==> config.mk <==
export PLATFORM = sky130hd
export DESIGN_NAME = mvt_cfg_regs
export DESIGN_NICKNAME = d
export VERILOG_FILES = /design/src/mvt_pkg.sv /design/src/mvt_cfg_regs.sv
export SDC_FILE = /design/constraint.sdc
export NUM_CORES = 1
export LEC_CHECK = 0
export BUFFER_PORTS_ARGS = -buffer_cell sky130_fd_sc_hd__buf_2
export CAP_MARGIN = 20
export CORE_AREA = 2 2 225 227
export DETAILED_ROUTE_END_ITERATION = 12
export DIE_AREA = 0 0 227 229
export PLACE_DENSITY_LB_ADDON = 0.05
export SYNTH_ARGS = -nofsm -noshare
export SYNTH_HDL_FRONTEND = slang
export SYNTH_SLANG_ARGS = --single-unit
==> constraint.sdc <==
create_clock -name clk -period 2.7 [get_ports clk]
set_input_delay 0.54 -clock clk [delete_from_list [all_inputs] [get_ports clk]]
set_output_delay 0.54 -clock clk [all_outputs]
set_load 0.01 [all_outputs]
==> src/mvt_pkg.sv <==
// shared types and constants for the 4x4 matrix-vector transform
package mvt_pkg;

  localparam int COEF_W        = 32;
  localparam int NUM_ROWS      = 4;
  localparam int NUM_COLS      = 4;
  localparam int NUM_REGS      = 8;
  localparam int REG_W         = 64;
  localparam int REG_IDX_W     = 3;
  localparam int FRAC_BITS_DEF = 16;
  localparam int PIPE_DEPTH    = 4;

  typedef logic signed [COEF_W-1:0] coef_t;
  typedef coef_t [NUM_COLS-1:0] row_t;
  typedef row_t [NUM_ROWS-1:0] mat_t;
  typedef coef_t [NUM_COLS-1:0] vec_t;

  typedef struct packed {
    logic signed [COEF_W-1:0] vec_x;
    logic signed [COEF_W-1:0] vec_y;
    logic signed [COEF_W-1:0] vec_z;
    logic signed [COEF_W-1:0] vec_w;
  } in_item_t;

  typedef struct packed {
    logic signed [COEF_W-1:0] out_x;
    logic signed [COEF_W-1:0] out_y;
    logic signed [COEF_W-1:0] out_z;
    logic signed [COEF_W-1:0] out_w;
    logic                     overflow;
  } out_item_t;

  localparam coef_t SAT_MAX = 32'sh7FFF_FFFF;
  localparam coef_t SAT_MIN = 32'sh8000_0000;

  // identity in Q16.16, register 7 first
  localparam logic [NUM_REGS-1:0][REG_W-1:0] CFG_RESET = {
    64'h0001_0000_0000_0000,
    64'h0000_0000_0000_0000,
    64'h0000_0000_0001_0000,
    64'h0000_0000_0000_0000,
    64'h0000_0000_0000_0000,
    64'h0001_0000_0000_0000,
    64'h0000_0000_0000_0000,
    64'h0000_0000_0001_0000
  };

endpackage

==> src/mvt_cfg_regs.sv <==
// matrix configuration registers with identity reset
module mvt_cfg_regs (
  input  logic                          clk,
  input  logic                          rst_n,
  input  logic                          cfg_we,
  input  logic [mvt_pkg::REG_IDX_W-1:0] cfg_idx,
  input  logic [mvt_pkg::REG_W-1:0]     cfg_wdata,
  output mvt_pkg::mat_t                 mat_o
);
  import mvt_pkg::*;

  logic [NUM_REGS-1:0][REG_W-1:0] regs_r;
  logic [NUM_REGS-1:0][REG_W-1:0] regs_nxt;

  always_comb begin
    regs_nxt = regs_r;
    if (cfg_we) begin
      regs_nxt[cfg_idx] = cfg_wdata;
    end
  end

  always_ff @(posedge clk) begin
    if (!rst_n) begin
      regs_r <= CFG_RESET;
    end else begin
      regs_r <= regs_nxt;
    end
  end

  // two registers per row, even columns in the low half
  always_comb begin
    for (int r = 0; r < NUM_ROWS; r++) begin
      for (int c = 0; c < NUM_COLS; c++) begin
        mat_o[r][c] = regs_r[r*2 + c/2][(c%2)*COEF_W +: COEF_W];
      end
    end
  end

endmodule

==> run summary <==
Seq/Total Area, Yosys: 0.552
Setup Crit Path Kind: reg -> out
IO Count: 582
Critical Path RT: 2160 ps
Met3 WL: 5340 um
CP delay by family, top: flip-flops
Setup Skew: 0 ps
Initial core utilization: 0.374
Max rail drop VDD: 0.451 mV
Initial antenna violation count: 3
Reg clk slew, reported paths: 60 ps
Vias per Instance: 4.72
Final setup viols: 0
Clock sinks: 512
Input/output buffers: 581
Worst-skew pair later-pin latency: 590 ps
Max Fclk: 0.594 GHz
Most common cell in the synthesized netlist: nand2_1
Syn Nets: 1800
Row count: 82
LEAKAGE: 13.4 nW
Die X: 227 um
Dpl hpwl: 43500 um
Tcrit/Tclk final: 0.624
Clk buf depth: 3
Status: complete, no violations
Post-Syn Area: 0.0186 sq mm
Post-synth cell types: 14
Final min period: 1680 ps
Layout fillers: 4841
Overall power: 16.8 mW
Remaining routing DRC violations: 0
GP Congestion: 0.787
Post-synth top area share: 0.552
Largest family of logic cells by synthesized area: multiplexers
Die H: 229 um
CP Depth: 1
Slew Viols, Final: 0
Max Cap Violations: 0
Post-Synth Adder-Cell Area: 0
Syn-to-layout area delta: 28.4%
Global Route Usage Sum: 0.236
DR pass1 iterations: 4
Top cells by area, synth: dfxtp_1 (55%), mux2i_1 (28%), nand2_1 (12%)
CTS Hold Bufs: 0
Fraction of layout cells with a size suffix above 1: 0.305
Largest register FFs: 512
Starting DRT DRC Count: 693
Total gr overflow: 0
Final Hold Viols: 0
Avg Cell Area, Syn: 10.7 sq um
Worst Tran Pin Value: 676 ps
Core footprint: 0.0497 sq mm
Top cells by count, synth: nand2_1 (572), dfxtp_1 (512), mux2i_1 (512)
Compound-Gate Fraction of Synth Area: 0
Avg WL per Cell: 21.0 um
WP buf/inv: 1
Crit Path Max Fanout: 2
CP max stage delay: 340 ps
Drt total wl: 63000 um
Number of buffers created by CTS: 55
Pwr/cell area: 705 mW/mm^2
Top routing layer in use: met5
Final nets: 2353
Routed metal-1 wirelength: 26300 um
Total die area: 0.0520 sq mm
Simple-gate share of the synthesized area: 0.122
Number of synthesized register bits: 512
Worst-path cell chain: buf_2
Largest net degree at the start of global routing: 77
FF-to-FF path depth: 2
Met2 WL post-DR: 29000 um
Relative slew margins: 0.548
CTS tree: built
Post-Synth XOR/XNOR Area: 0
Post-route ant nets: 0
Post-synth ARST share: 0
Clk root buf: clkbuf_16
Hold Path Class: in -> reg
# H-tree levels: 2
RSZ-0062 raised after global routing: no
Post_cts resized: 0
Yosys warns: 0
Global-route wire length before repair: 92400 um
Vias in the first global route: 14100
CP startpoint kind: flop
Via Count: 14100
Post-CTS Setup Repair Bufs: 0
WP data arrival: 1140 ps
Mux cell area share after synthesis: 0.276
CP max stage cell: dfxtp_1
Main flop type after synthesis: dfxtp_1
Number of cells on the worst hold path: 3
Setup crit end kind: output pin
Yosys top cell by area: dfxtp_1
Mapped Cells: 1730
Setup TNS: 0 ps
Post-synth EDFFs: 0
## final cells by class
cell class,instances,area [sq um],share of cell area
Clock buffer,84,1690,0.0708
Timing Repair Buffer,616,3380,0.142
Clock inverter,16,235,0.00986
Multi-Input combinational cell,1098,7450,0.312
Sequential cell,512,10200,0.430
Tap cell,672,841,0.0353
Antenna cell,2,5.00,0.000210
## kinds of logic (layout without fill, tap and decap cells)
logic type / count (synthesis) / count (layout)
buffers and inverters: 120 / 716
DFF: 512 / 512
muxes: 512 / 512
other: 0 / 2
and+or+nand+nor: 586 / 586
## metrics by stage
stage / std cells / hold slack, ps / utilization / cell area (sq um) / setup slack [ps]
floorplan: 1730 / 479 / - / 18600 / 1300
global placement: 2898 / 440 / 0.441 / 21900 / 620
detailed placement: 2898 / 445 / 0.441 / 21900 / 599
CTS: 2998 / 219 / 0.480 / 23800 / 969
global route: 2999 / 229 / 0.480 / 23800 / 954
finish: 3000 / 250 / 0.480 / 23800 / 1020
## placed cells by master, fill, tap and decap left out
master        n
clkinv_2      8
buf_8         1
clkinvlp_4    2
nor2b_1       6
nor4b_4       1
bufinv_16     6
buf_2       580
clkbuf_16    57
diode_2       2
buf_12       16
nand4_1       1
mux2i_1     512
dfxtp_1     512
nand4bb_4     3
buf_4        19
nand4b_1      3
nand2_1     572
clkbuf_1     11
clkbuf_8     16
## where the power goes
part	internal (mW)	leakage, nW	switching [mW]
Sequential	7.72	4.14	0.0831
Combinational	0.367	8.28	0.691
Clock	4.85	0.947	3.10
Total	12.9	13.4	3.87
## routing by layer
layer  up-vias  global-route usage
met5         -                   0
met4         2              0.0864
met3       118              0.0854
met2       425               0.382
met1      6775               0.288
li1       6826                   -
## worst paths after layout
check                              startpoint          to  slack, ps
worst max register to register     mat_o[318]  mat_o[318]       2040
worst min-delay path            cfg_wdata[48]  mat_o[176]        250
worst min register to register     mat_o[303]  mat_o[303]        450
worst max-delay path               mat_o[144]  mat_o[144]       1020
No activity file was read; power rests on OpenSTA's default activity.
